--- src/hdl/dbas_pkg.sv ---
package dbas_pkg;

  localparam int unsigned FluxW   = 24;
  localparam int unsigned TauW    = 24;
  localparam int unsigned MuW     = 17;
  localparam int unsigned TransW  = 17;
  localparam int unsigned DvdW    = 40;
  localparam int unsigned DsrW    = 17;
  localparam int unsigned CntW    = 6;
  localparam int unsigned MulAW   = 33;
  localparam int unsigned MulBW   = 32;
  localparam int unsigned ProdW   = MulAW + MulBW;
  localparam int unsigned SumW    = 36;

  localparam logic [FluxW-1:0]  FluxMax   = '1;
  localparam logic [31:0]       ExpM1Q32  = 32'd1580030169;
  localparam logic [3:0]        LastTerm  = 4'd13;
  localparam logic [3:0]        IntLimit  = 4'd12;
  localparam logic [TransW-1:0] OneQ16    = 17'd65536;
  localparam logic [CntW-1:0]   DivSteps  = 6'd40;

  typedef enum logic [1:0] {
    MUL_TOP  = 2'd0,
    MUL_SER  = 2'd1,
    MUL_EXP  = 2'd2,
    MUL_FLUX = 2'd3
  } mul_sel_t;

  typedef enum logic {
    DIV_RATIO = 1'b0,
    DIV_TERM  = 1'b1
  } div_sel_t;

  typedef struct packed {
    logic     load;
    logic     mul_en;
    mul_sel_t mul_sel;
    logic     div_start;
    div_sel_t div_sel;
    logic     x_capture;
    logic     t_clear;
    logic     ser_acc;
    logic     s_load;
    logic     exp_acc;
    logic     trans;
    logic     top_push;
    logic     layer_push;
  } dbas_cmd_t;

  typedef struct packed {
    logic mu0_zero;
    logic div_busy;
    logic div_done;
    logic x_big;
    logic k_last;
    logic i_zero;
    logic out_free;
  } dbas_status_t;

endpackage

--- src/hdl/dbas_ifs.sv ---
interface dbas_in_if;
  import dbas_pkg::*;
  logic              valid;
  logic              ready;
  logic              start_column;
  logic [FluxW-1:0]  incident_flux;
  logic [TauW-1:0]   optical_depth;
  logic [MuW-1:0]    cos_zenith;

  modport source (output valid, start_column, incident_flux, optical_depth, cos_zenith,
                  input ready);
  modport sink (input valid, start_column, incident_flux, optical_depth, cos_zenith,
                output ready);
endinterface

interface dbas_out_if;
  import dbas_pkg::*;
  logic             valid;
  logic             ready;
  logic [FluxW-1:0] flux;
  logic             is_top_level;
  logic             last_of_item;

  modport source (output valid, flux, is_top_level, last_of_item, input ready);
  modport sink (input valid, flux, is_top_level, last_of_item, output ready);
endinterface

--- src/hdl/direct_beam_attenuation_sweep_core.sv ---
// Direct beam attenuation sweep.
// in_ch takes one beat per atmospheric layer, top to surface; start_column
// marks a column's top layer and brings in its incident flux. out_ch gives
// the top-of-atmosphere flux first on such a beat, then one layer flux per
// beat (last_of_item set on it).
// One item is worked at a time; in_ch.ready is high only between items.
// The one-bit-per-cycle 40-step divider is shared by the tau/mu0 ratio and
// the twelve series terms. The series is skipped when mu0 is zero or when
// tau/mu0 reaches 12; otherwise the exponent step runs once per whole unit
// of tau/mu0 (at most 11).
// Results sit in an output register; a stalled receiver holds the block in
// its emit step until the beat is taken, nothing is dropped.
// Synchronous reset clears the carried flux to zero, empties the output
// register and returns the controller to idle.
module direct_beam_attenuation_sweep_core (
  input  logic        clk,
  input  logic        rst_n,
  dbas_in_if.sink     in_ch,
  dbas_out_if.source  out_ch
);
  import dbas_pkg::*;

  dbas_cmd_t    cmd;
  dbas_status_t status;
  logic         in_ready;

  dbas_ctrl u_ctrl (
    .clk             (clk),
    .rst_n           (rst_n),
    .in_valid        (in_ch.valid),
    .in_start_column (in_ch.start_column),
    .in_ready        (in_ready),
    .cmd             (cmd),
    .status          (status)
  );

  dbas_datapath u_dp (
    .clk              (clk),
    .rst_n            (rst_n),
    .cmd              (cmd),
    .status           (status),
    .in_incident_flux (in_ch.incident_flux),
    .in_optical_depth (in_ch.optical_depth),
    .in_cos_zenith    (in_ch.cos_zenith),
    .out_valid        (out_ch.valid),
    .out_ready        (out_ch.ready),
    .out_flux         (out_ch.flux),
    .out_is_top_level (out_ch.is_top_level),
    .out_last_of_item (out_ch.last_of_item)
  );

  assign in_ch.ready = in_ready;
endmodule

--- src/hdl/dbas_div.sv ---
module dbas_div (
  input  logic                        clk,
  input  logic                        rst_n,
  input  logic                        start,
  input  logic [dbas_pkg::DvdW-1:0]   dividend,
  input  logic [dbas_pkg::DsrW-1:0]   divisor,
  output logic                        busy,
  output logic                        done,
  output logic [dbas_pkg::DvdW-1:0]   quotient
);
  import dbas_pkg::*;

  logic [DvdW-1:0] q_r, q_nxt;
  logic [DsrW-1:0] rem_r, rem_nxt, dsr_r;
  logic [CntW-1:0] cnt_r, cnt_nxt;
  logic            busy_r, busy_nxt, done_r, done_nxt;
  logic [DsrW+1:0] diff;
  logic            ge;

  // trial subtract of one quotient bit
  assign diff = {1'b0, rem_r, q_r[DvdW-1]} - {2'b00, dsr_r};
  assign ge   = ~diff[DsrW+1];

  always_comb begin
    q_nxt    = q_r;
    rem_nxt  = rem_r;
    cnt_nxt  = cnt_r;
    busy_nxt = busy_r;
    done_nxt = 1'b0;
    if (start) begin
      q_nxt    = dividend;
      rem_nxt  = '0;
      cnt_nxt  = DivSteps;
      busy_nxt = 1'b1;
    end else if (busy_r) begin
      rem_nxt = ge ? diff[DsrW-1:0] : {rem_r[DsrW-2:0], q_r[DvdW-1]};
      q_nxt   = {q_r[DvdW-2:0], ge};
      cnt_nxt = cnt_r - 1'b1;
      if (cnt_r == 6'd1) begin
        busy_nxt = 1'b0;
        done_nxt = 1'b1;
      end
    end
  end

  always_ff @(posedge clk) begin
    if (!rst_n) begin
      busy_r <= 1'b0;
      done_r <= 1'b0;
      cnt_r  <= '0;
    end else begin
      busy_r <= busy_nxt;
      done_r <= done_nxt;
      cnt_r  <= cnt_nxt;
    end
  end

  always_ff @(posedge clk) begin
    q_r   <= q_nxt;
    rem_r <= rem_nxt;
    if (start) dsr_r <= divisor;
  end

  assign busy     = busy_r;
  assign done     = done_r;
  assign quotient = q_r;
endmodule

--- src/hdl/dbas_datapath.sv ---
module dbas_datapath (
  input  logic                          clk,
  input  logic                          rst_n,
  input  dbas_pkg::dbas_cmd_t           cmd,
  output dbas_pkg::dbas_status_t        status,
  input  logic [dbas_pkg::FluxW-1:0]    in_incident_flux,
  input  logic [dbas_pkg::TauW-1:0]     in_optical_depth,
  input  logic [dbas_pkg::MuW-1:0]      in_cos_zenith,
  output logic                          out_valid,
  input  logic                          out_ready,
  output logic [dbas_pkg::FluxW-1:0]    out_flux,
  output logic                          out_is_top_level,
  output logic                          out_last_of_item
);
  import dbas_pkg::*;

  logic [FluxW-1:0]  inc_r, carried_r, out_flux_r;
  logic [TauW-1:0]   tau_r;
  logic [MuW-1:0]    mu0_r;
  logic [31:0]       fq_r, term_r;
  logic [SumW-1:0]   sum_r;
  logic [3:0]        k_r, i_r;
  logic [MulAW-1:0]  s_r;
  logic [TransW-1:0] t_r;
  logic [ProdW-1:0]  prod_r;
  logic              out_valid_r, out_top_r, out_last_r;

  logic [MulAW-1:0]  mul_a;
  logic [MulBW-1:0]  mul_b;
  logic [ProdW-1:0]  rnd16, rnd32;
  logic [FluxW-1:0]  flux_sat;
  logic [DvdW-1:0]   div_dvd, div_q;
  logic [DsrW-1:0]   div_dsr;
  logic              div_busy, div_done;
  logic [SumW-1:0]   term_ext;
  logic [MulAW:0]    s_rnd;
  logic [17:0]       t_raw;

  // shared multiplier operand select
  always_comb begin
    case (cmd.mul_sel)
      MUL_TOP:  begin mul_a = {9'b0, inc_r};     mul_b = {15'b0, mu0_r}; end
      MUL_SER:  begin mul_a = {1'b0, term_r};    mul_b = fq_r;           end
      MUL_EXP:  begin mul_a = s_r;               mul_b = ExpM1Q32;       end
      MUL_FLUX: begin mul_a = {9'b0, carried_r}; mul_b = {15'b0, t_r};   end
      default:  begin mul_a = '0;                mul_b = '0;             end
    endcase
  end

  // round the product to Q12.12 and saturate
  assign rnd16    = prod_r + ProdW'(17'h08000);
  assign flux_sat = (|rnd16[ProdW-1:40]) ? FluxMax : rnd16[39:16];
  assign rnd32    = prod_r + ProdW'(33'h080000000);

  // divider operands
  assign div_dvd = (cmd.div_sel == DIV_RATIO) ? {tau_r, 16'b0} : {8'b0, prod_r[63:32]};
  assign div_dsr = (cmd.div_sel == DIV_RATIO) ? mu0_r : {13'b0, k_r};

  dbas_div u_div (
    .clk      (clk),
    .rst_n    (rst_n),
    .start    (cmd.div_start),
    .dividend (div_dvd),
    .divisor  (div_dsr),
    .busy     (div_busy),
    .done     (div_done),
    .quotient (div_q)
  );

  assign term_ext = {4'b0, div_q[31:0]};
  assign s_rnd    = {1'b0, s_r} + (MulAW+1)'(16'h8000);
  assign t_raw    = s_rnd[MulAW:16];

  // capture item and run the product, series, exponent, transmission and output registers
  always_ff @(posedge clk) begin
    if (cmd.load) begin
      inc_r <= in_incident_flux;
      tau_r <= in_optical_depth;
      mu0_r <= in_cos_zenith;
    end
    if (cmd.mul_en) prod_r <= mul_a * mul_b;
    if (cmd.x_capture) begin
      i_r    <= div_q[19:16];
      fq_r   <= {div_q[15:0], 16'b0};
      term_r <= {div_q[15:0], 16'b0};
      sum_r  <= SumW'(36'h100000000) - {4'b0, div_q[15:0], 16'b0};
      k_r    <= 4'd2;
    end else if (cmd.ser_acc) begin
      term_r <= div_q[31:0];
      sum_r  <= k_r[0] ? sum_r - term_ext : sum_r + term_ext;
      k_r    <= k_r + 1'b1;
    end
    if (cmd.s_load) begin
      if (sum_r[SumW-1])                      s_r <= '0;
      else if (sum_r > SumW'(36'h100000000))  s_r <= 33'h100000000;
      else                                    s_r <= sum_r[MulAW-1:0];
    end else if (cmd.exp_acc) begin
      s_r <= rnd32[ProdW-1:32];
      i_r <= i_r - 1'b1;
    end
    if (cmd.t_clear)    t_r <= '0;
    else if (cmd.trans) t_r <= (t_raw > {1'b0, OneQ16}) ? OneQ16 : t_raw[TransW-1:0];
    if (cmd.top_push || cmd.layer_push) begin
      out_flux_r <= flux_sat;
      out_top_r  <= cmd.top_push;
      out_last_r <= cmd.layer_push;
    end
  end

  // carried flux and output valid
  always_ff @(posedge clk) begin
    if (!rst_n) begin
      carried_r   <= '0;
      out_valid_r <= 1'b0;
    end else begin
      if (cmd.top_push || cmd.layer_push) carried_r <= flux_sat;
      if (cmd.top_push || cmd.layer_push) out_valid_r <= 1'b1;
      else if (out_ready)                 out_valid_r <= 1'b0;
    end
  end

  assign status.mu0_zero = (mu0_r == '0);
  assign status.div_busy = div_busy;
  assign status.div_done = div_done;
  assign status.x_big    = (|div_q[DvdW-1:20]) || (div_q[19:16] >= IntLimit);
  assign status.k_last   = (k_r == LastTerm);
  assign status.i_zero   = (i_r == '0);
  assign status.out_free = ~out_valid_r | out_ready;

  assign out_valid        = out_valid_r;
  assign out_flux         = out_flux_r;
  assign out_is_top_level = out_top_r;
  assign out_last_of_item = out_last_r;
endmodule

--- src/hdl/dbas_ctrl.sv ---
module dbas_ctrl (
  input  logic                    clk,
  input  logic                    rst_n,
  input  logic                    in_valid,
  input  logic                    in_start_column,
  output logic                    in_ready,
  output dbas_pkg::dbas_cmd_t     cmd,
  input  dbas_pkg::dbas_status_t  status
);
  import dbas_pkg::*;

  typedef enum logic [14:0] {
    ST_IDLE       = 15'b000000000000001,
    ST_TOP_MUL    = 15'b000000000000010,
    ST_TOP_EMIT   = 15'b000000000000100,
    ST_DIV_GO     = 15'b000000000001000,
    ST_DIV_WAIT   = 15'b000000000010000,
    ST_SER_MUL    = 15'b000000000100000,
    ST_SER_DIV_GO = 15'b000000001000000,
    ST_SER_WAIT   = 15'b000000010000000,
    ST_SER_END    = 15'b000000100000000,
    ST_EXP_CHK    = 15'b000001000000000,
    ST_EXP_MUL    = 15'b000010000000000,
    ST_EXP_ACC    = 15'b000100000000000,
    ST_TRANS      = 15'b001000000000000,
    ST_FLUX_MUL   = 15'b010000000000000,
    ST_LAYER_EMIT = 15'b100000000000000
  } state_t;

  state_t state_r, state_nxt;

  // sequence one item through the shared units
  always_comb begin
    state_nxt = state_r;
    cmd       = '0;
    case (state_r)
      ST_IDLE: begin
        if (in_valid) begin
          cmd.load  = 1'b1;
          state_nxt = in_start_column ? ST_TOP_MUL : ST_DIV_GO;
        end
      end
      ST_TOP_MUL: begin
        cmd.mul_en  = 1'b1;
        cmd.mul_sel = MUL_TOP;
        state_nxt   = ST_TOP_EMIT;
      end
      ST_TOP_EMIT: begin
        if (status.out_free) begin
          cmd.top_push = 1'b1;
          state_nxt    = ST_DIV_GO;
        end
      end
      ST_DIV_GO: begin
        if (status.mu0_zero) begin
          cmd.t_clear = 1'b1;
          state_nxt   = ST_FLUX_MUL;
        end else begin
          cmd.div_start = 1'b1;
          cmd.div_sel   = DIV_RATIO;
          state_nxt     = ST_DIV_WAIT;
        end
      end
      ST_DIV_WAIT: begin
        if (status.div_done) begin
          cmd.x_capture = 1'b1;
          if (status.x_big) begin
            cmd.t_clear = 1'b1;
            state_nxt   = ST_FLUX_MUL;
          end else begin
            state_nxt = ST_SER_MUL;
          end
        end
      end
      ST_SER_MUL: begin
        cmd.mul_en  = 1'b1;
        cmd.mul_sel = MUL_SER;
        state_nxt   = ST_SER_DIV_GO;
      end
      ST_SER_DIV_GO: begin
        cmd.div_start = 1'b1;
        cmd.div_sel   = DIV_TERM;
        state_nxt     = ST_SER_WAIT;
      end
      ST_SER_WAIT: begin
        if (status.div_done) begin
          cmd.ser_acc = 1'b1;
          state_nxt   = status.k_last ? ST_SER_END : ST_SER_MUL;
        end
      end
      ST_SER_END: begin
        cmd.s_load = 1'b1;
        state_nxt  = ST_EXP_CHK;
      end
      ST_EXP_CHK: begin
        state_nxt = status.i_zero ? ST_TRANS : ST_EXP_MUL;
      end
      ST_EXP_MUL: begin
        cmd.mul_en  = 1'b1;
        cmd.mul_sel = MUL_EXP;
        state_nxt   = ST_EXP_ACC;
      end
      ST_EXP_ACC: begin
        cmd.exp_acc = 1'b1;
        state_nxt   = ST_EXP_CHK;
      end
      ST_TRANS: begin
        cmd.trans = 1'b1;
        state_nxt = ST_FLUX_MUL;
      end
      ST_FLUX_MUL: begin
        cmd.mul_en  = 1'b1;
        cmd.mul_sel = MUL_FLUX;
        state_nxt   = ST_LAYER_EMIT;
      end
      ST_LAYER_EMIT: begin
        if (status.out_free) begin
          cmd.layer_push = 1'b1;
          state_nxt      = ST_IDLE;
        end
      end
      default: state_nxt = ST_IDLE;
    endcase
  end

  always_ff @(posedge clk) begin
    if (!rst_n) state_r <= ST_IDLE;
    else        state_r <= state_nxt;
  end

  assign in_ready = (state_r == ST_IDLE);

  a_push_free: assert property (@(posedge clk) disable iff (!rst_n)
    (cmd.top_push || cmd.layer_push) |-> status.out_free)
    else $error("result pushed into a full output register");

  a_div_idle: assert property (@(posedge clk) disable iff (!rst_n)
    cmd.div_start |-> !status.div_busy)
    else $error("divider restarted while busy");

  a_top_then_ratio: assert property (@(posedge clk) disable iff (!rst_n)
    cmd.top_push |=> (state_r == ST_DIV_GO))
    else $error("top level beat not followed by the layer");
endmodule

--- src/flat_wrapper.sv ---
// flat-port wrapper written by rule: the top's interface ports become plain ports
module direct_beam_attenuation_sweep_core_flat import dbas_pkg::*;
  (clk, rst_n, in_ch_valid, in_ch_start_column, in_ch_incident_flux, in_ch_optical_depth, in_ch_cos_zenith, in_ch_ready, out_ch_valid, out_ch_flux, out_ch_is_top_level, out_ch_last_of_item, out_ch_ready);
  dbas_in_if in_ch_i ();
  dbas_out_if out_ch_i ();
  input  logic clk;
  input  logic rst_n;
  input wire logic [$bits(in_ch_i.valid)-1:0] in_ch_valid;
  input wire logic [$bits(in_ch_i.start_column)-1:0] in_ch_start_column;
  input wire logic [$bits(in_ch_i.incident_flux)-1:0] in_ch_incident_flux;
  input wire logic [$bits(in_ch_i.optical_depth)-1:0] in_ch_optical_depth;
  input wire logic [$bits(in_ch_i.cos_zenith)-1:0] in_ch_cos_zenith;
  output wire logic [$bits(in_ch_i.ready)-1:0] in_ch_ready;
  output wire logic [$bits(out_ch_i.valid)-1:0] out_ch_valid;
  output wire logic [$bits(out_ch_i.flux)-1:0] out_ch_flux;
  output wire logic [$bits(out_ch_i.is_top_level)-1:0] out_ch_is_top_level;
  output wire logic [$bits(out_ch_i.last_of_item)-1:0] out_ch_last_of_item;
  input wire logic [$bits(out_ch_i.ready)-1:0] out_ch_ready;
  assign in_ch_i.valid = in_ch_valid;
  assign in_ch_i.start_column = in_ch_start_column;
  assign in_ch_i.incident_flux = in_ch_incident_flux;
  assign in_ch_i.optical_depth = in_ch_optical_depth;
  assign in_ch_i.cos_zenith = in_ch_cos_zenith;
  assign in_ch_ready = in_ch_i.ready;
  assign out_ch_valid = out_ch_i.valid;
  assign out_ch_flux = out_ch_i.flux;
  assign out_ch_is_top_level = out_ch_i.is_top_level;
  assign out_ch_last_of_item = out_ch_i.last_of_item;
  assign out_ch_i.ready = out_ch_ready;
  direct_beam_attenuation_sweep_core u_core (.clk(clk), .rst_n(rst_n), .in_ch(in_ch_i), .out_ch(out_ch_i));
endmodule
--- config.mk ---
export PLATFORM = sky130hd
export DESIGN_NAME = direct_beam_attenuation_sweep_core_flat
export DESIGN_NICKNAME = d
export VERILOG_FILES = /design/src/hdl/dbas_pkg.sv /design/src/hdl/dbas_ifs.sv /design/src/hdl/direct_beam_attenuation_sweep_core.sv /design/src/hdl/dbas_div.sv /design/src/hdl/dbas_datapath.sv /design/src/hdl/dbas_ctrl.sv /design/src/flat_wrapper.sv
export SDC_FILE = /design/constraint.sdc
export NUM_CORES = 2
export LEC_CHECK = 0
export BUFFER_PORTS_ARGS = -buffer_cell sky130_fd_sc_hd__buf_2
export CAP_MARGIN = 20
export CORE_ASPECT_RATIO = 1.4
export CORE_UTILIZATION = 70
export DETAILED_ROUTE_END_ITERATION = 12
export GPL_TIMING_DRIVEN = 0
export PLACE_DENSITY = 0.87
export SLEW_MARGIN = 10
export SYNTH_ARGS = -nofsm -noshare
export SYNTH_HDL_FRONTEND = slang
export SYNTH_HIERARCHICAL = 1
export SYNTH_SLANG_ARGS = --single-unit
--- constraint.sdc ---
create_clock -name clk -period 18.94 [get_ports clk]
set_clock_uncertainty 0.15 [all_clocks]
set_input_delay 0 -clock clk [delete_from_list [all_inputs] [get_ports clk]]
set_output_delay 0 -clock clk [all_outputs]
set_load 0.02 [all_outputs]
## Word-level counts from Yosys, hierarchy flattened

Cells that the tools add are included.

- Output and inout bits: 28
- Register bits after elaboration: 420
- Input port bits: 70
- Word-level logic and storage cells: 143

- Bitwise logic cells: 5
- $add $sub $neg: 10
- Reduce and logical (&&, ||, !) cells: 15
- Magnitude comparators: 3
- $mul: 1
- Equal/unequal tests: 25
- Multiplexer cells: 58

Operators by type and width:

| cell | number |
|---|---|
| one-hot mux 15 bit (14 select lines) | 1 |
| 2-to-1 mux 33 bit | 4 |
| one-hot mux 33 bit (4 select lines) | 1 |
| one-hot mux 32 bit (4 select lines) | 1 |
| 2-to-1 mux 40 bit | 3 |
| 2-to-1 mux 36 bit | 3 |
| 2-to-1 mux 15 bit | 5 |
| adder 65 x 16 -> 65 bit, second input constant | 1 |
| adder 65 x 32 -> 65 bit, second input constant | 1 |
| multiplier 33 x 32 -> 65 bit | 1 |
| 2-to-1 mux 32 bit | 2 |
| adder 36 x 32 -> 36 bit | 1 |
| greater-than comparator 36 x 33 -> 1 bit, second input constant | 1 |
| subtractor 36 x 32 -> 36 bit | 1 |
| adder 33 x 16 -> 34 bit, second input constant | 1 |
| 2-to-1 mux 17 bit | 2 |
| subtractor 33 x 32 -> 34 bit, first input constant | 1 |
| 2-to-1 mux 14 bit | 2 |
| OR reduction 25 bit | 1 |
| 2-to-1 mux 24 bit | 1 |
| 2-to-1 mux 4 bit | 5 |
| OR reduction 20 bit | 1 |
| 2-to-1 mux 1 bit | 19 |
| subtractor 18 x 17 -> 19 bit | 1 |
| other kinds (43) | 57 |

## Logic depth before layout (Yosys ltp)

- Word-level depth: 8
- Mapped depth: 42
- Depth with buffers taken out: 36

## Cells and area by module

The synthesis kept the hierarchy.

Modules (own cells, without submodules):

| module | area an instance (µm²) | cells each | instances | sequential area each (µm²) |
|---|---|---|---|---|
| dbas_datapath | 49210.9 | 5381 | 1 | 8588.2 |
| dbas_div | 4196.5 | 356 | 1 | 2212.1 |
| dbas_ctrl | 998.5 | 133 | 1 | 300.3 |

## Worst setup path after synthesis

No wires, ideal clock.

- Path kind: flip-flop to flip-flop
- From: register u_core.u_ctrl.state_r[7]
- To: register u_core.u_dp.prod_r[64] (data pin)
- Path slack: 8221 ps
- Arrival time: 10307 ps
- Data required time: 18528 ps
- Stages on the path, launching flop included: 41
- Period minus slack after synthesis: 10719 ps
- Buffers on the path: 6
- Library setup time: 262 ps
- Path through: dfxtp_1 > nor4_2 > nand2_1 > nor2_1 > nand4bb_1 > nand2_1 > buf_2 > buf_1 > buf_1 > clkbuf_1 > mux2i_1 > nand2_1 > o21ai_1 > clkbuf_1 > nor2_1 > fa_1 > inv_1 > fa_1 > [5 not listed] > fa_1 > fa_1 > fa_1 > inv_1 > fa_1 > inv_1 > ha_1 > clkbuf_1 > nand4_1 > nor3_1 > a221o_1 > o31ai_1 > a31oi_1 > nor3_1 > o31ai_1 > a221oi_1 > o31ai_1 > xnor2_1

RTL lines:

| element | line | text |
|---|---|---|
| from (decl) | dbas_ctrl.sv:30 | `state_t state_r, state_nxt;` |
| from (signal assigned) | dbas_ctrl.sv:128 | `else state_r <= state_nxt;` |
| to (signal assigned) | dbas_datapath.sv:81 | `if (cmd.mul_en) prod_r <= mul_a * mul_b;` |
| to (decl) | dbas_datapath.sv:25 | `logic [ProdW-1:0] prod_r;` |

==> results.py <==
metrics = {
    "global_routing": {
        "gr-total-overflow": 0,
        "vias_in_the_first_global_route": 48410,
        "global_route_wire_length_before_repair_mm": 295.4,
        "grt_max_degree": 36,
        "track_usage": 0.5181,
        "grt_antenna_before_repair": 17,
    },
    "placed_design": {
        "io_buffer_count": 97,
        "post-dp-hpwl_mm": 158.6,
        "place_congestion": 1.086,
    },
    "critical_path": {
        "worst_r2r_path_depth": 36,
        "critical_path.most_common_cell": "sky130_fd_sc_hd__fa_1",
        "crit_path_max_incr_delay_ns": 0.94,
        "timing.critical_path.to_type": "flop",
        "kind_of_critical_path": "reg2reg",
        "cp_top_family": "adder cells",
        "crit_arrival_ns": 15.60,
        "worst_path_max_delay_cell": "sky130_fd_sc_hd__clkbuf_1",
        "timing.critical_path.from_type": "flop",
        "critical_path_cell_count": 36,
        "worst-path-buf-inv": 8,
        "crit_required_ns": 19.07,
        "worstPathMaxFanout": 10,
    },
    "floorplan": {
        "start_util": 0.7090,
        "dieWidth_um": 237.6,
        "io_count": 98,
        "fp.coreArea_um2": 76720,
        "floorplan.die.height_um": 331.8,
        "die-area_um2": 78850,
        "rows": 120,
    },
    "synth": {
        "post_synth_inst_count": 5869,
        "synth.yosys.warnings": 6,
        "syn_avg_cell_area_um2": 9.269,
        "synthesis.area_um2": 54400,
    },
    "sta": {
        "timing.final.crit_share": 0.8166,
        "max_freq_mhz": 64.66,
        "slew_of_the_pin_with_the_lowest_slew_margin_ns": 1.323,
        "max-slew-margin-rel": 0.1177,
        "hold_violations": 0,
        "final-max-slew-violation-count": 0,
        "unrepaired_setup_endpoints_after_global_routing": "false",
        "timing.final.crit_period_ns": 15.47,
        "setup-tns-final_ns": 0,
        "setup-violations-final": 0,
    },
    "routing": {
        "wl_per_cell_um": 27.18,
        "route.vias.total": 46650,
        "drtPass1Iterations": 12,
        "detail-route-antenna-nets": 0,
        "via_per_inst": 6.396,
        "drt_drc_violations_left": 2,
        "detailedRoute.firstIterationViolations": 5768,
        "totalWireLength_mm": 198.2,
    },
    "run": {
        "maxCapViolCount": 0,
    },
    "cts": {
        "tritoncts": "done",
        "clock_sinks": 405,
        "clock_tree.root_cell": "sky130_fd_sc_hd__clkbuf_16",
        "cts-htree-levels": 2,
        "cts_made_buffers": 40,
        "clkTransAtPathRegs_ns": 0.07,
        "postCtsSetupRepairBufs": 0,
        "clk_latency_ns": 0.56,
        "max-clock-path-buffers": 3,
    },
    "min_path": {
        "worst_hold_path_type": "in2reg",
        "hold_depth": 2,
    },
    "layout": {
        "nNetsFinal": 7528,
        "layout-drive-gt1-share": 0.05640,
        "layout.filler_cells": 5413,
        "synthToLayoutAreaGrowth_pct": 9.140,
    },
    "run_status": {
        "result_of_the_run": "complete, but fails checks",
        "violations": "design-rule violations",
    },
}
-- metal layers --
| metal | part of all wire | GRT usage | vias to the layer above |
|---|---|---|---|
| met5 | 0.00030 | 0 | - |
| met3 | 0.12 | 0.1480 | 1237 |
| met4 | 0.12 | 0.4839 | 8 |
| met1 | 0.31 | 0.5812 | 22730 |
| li1 | - | - | 19070 |
| met2 | 0.44 | 0.7957 | 3598 |
-- timing repair --
item,in CTS,in global routing
resized for setup,0,0
hold buffers,85,0
endpoints found under the hold margin,124,0
endpoints found under the setup margin,0,0
-- registers in the layout (all words and copies together) (netlist names), 4 cells and up --
register	flops
u_core/u_dp/sum_r	36
u_core/u_dp/s_r	33
u_core/u_dp/k_r	4
u_core/u_dp/i_r	4
u_core/u_dp/term_r	32
u_core/u_dp/fq_r	16
u_core/u_ctrl/state_r	15
u_core/u_dp/out_flux	24
u_core/u_dp/u_div/dsr_r	17
u_core/u_dp/prod_r	50
u_core/u_dp/tau_r	24
u_core/u_dp/u_div/cnt_r	6
u_core/u_dp/inc_r	24
u_core/u_dp/u_div/rem_r	17
u_core/u_dp/t_r	17
u_core/u_dp/carried_r	24
u_core/u_dp/mu0_r	17
u_core/u_dp/u_div/quotient	40
-- through the flow --
stage / cell area [um^2] / setup WS (ns) / hold slack, ns / utilization / std cells
CTS: 59190 / 4.014 / 0.0003469 / 0.7714 / 7265
finish: 59370 / 3.474 / 0.01057 / 0.7738 / 7293
floorplan: 54690 / 8.221 / -0.05113 / - / 5946
detailed placement: 56870 / 4.056 / 0.02808 / 0.7412 / 7106
global route: 59350 / 3.381 / 0.01415 / 0.7736 / 7285
global placement: 56470 / 4.100 / 0.02628 / 0.7360 / 7080
-- final timing paths --
kind,endpoint,slack (ns),from
hold / removal,u_core/u_dp/tau_r[9]$_DFFE_PP_,0.01,in_ch_optical_depth[9]
setup reg to reg,u_core/u_dp/prod_r[64]$_DFFE_PP_,3.47,u_core/u_ctrl/state_r[7]$_SDFFE_PN0P_
hold reg to reg,u_core/u_dp/fq_r[27]$_DFFE_PP_,0.32,u_core/u_dp/u_div/quotient[11]$_DFFE_PP_
setup / recovery,u_core/u_dp/prod_r[64]$_DFFE_PP_,3.47,u_core/u_ctrl/state_r[7]$_SDFFE_PN0P_
-- worst register-to-register path: cells and delay by family, from the launching register on --
family,cells,cell delay [ns]
fa+ha+maj,9,4.64
mux,1,0.18
buf+inv,8,3.32
flops,1,0.37
simple gates,12,3.40
xor+xnor,1,0.14
compound gates,5,3.00
-- cells in the final DEF, fill, tap and decap left out, types with 87 or more instances in the layout --
cell                       count
sky130_fd_sc_hd__dfxtp_1     106
sky130_fd_sc_hd__buf_2       110
sky130_fd_sc_hd__fa_1        927
sky130_fd_sc_hd__edfxtp_1    299
sky130_fd_sc_hd__a21oi_1     156
sky130_fd_sc_hd__nand2_1     812
sky130_fd_sc_hd__mux2_2       87
sky130_fd_sc_hd__ha_1        322
sky130_fd_sc_hd__clkbuf_1    265
sky130_fd_sc_hd__inv_1      1034
sky130_fd_sc_hd__xor2_1       88
sky130_fd_sc_hd__xnor2_1     129
sky130_fd_sc_hd__o21ai_0     178
sky130_fd_sc_hd__nor2_1      625
-- area by class of cell --
type / count / area [um^2] / share of cell area
clock inverter: 27 / 405.4 / 0.006828
sequential: 405 / 11100 / 0.1870
tap: 1037 / 1297 / 0.02185
antenna: 15 / 37.54 / 0.0006322
timing repair buffer: 221 / 1828 / 0.03079
buffer: 296 / 1157 / 0.01949
multi-input combinational: 4209 / 38600 / 0.6501
clock buffer: 47 / 1059 / 0.01783
inverter: 1036 / 3889 / 0.06550
Power is not shown: default switching activity piles up to over one toggle a cycle in this logic, so the estimate is an artifact.
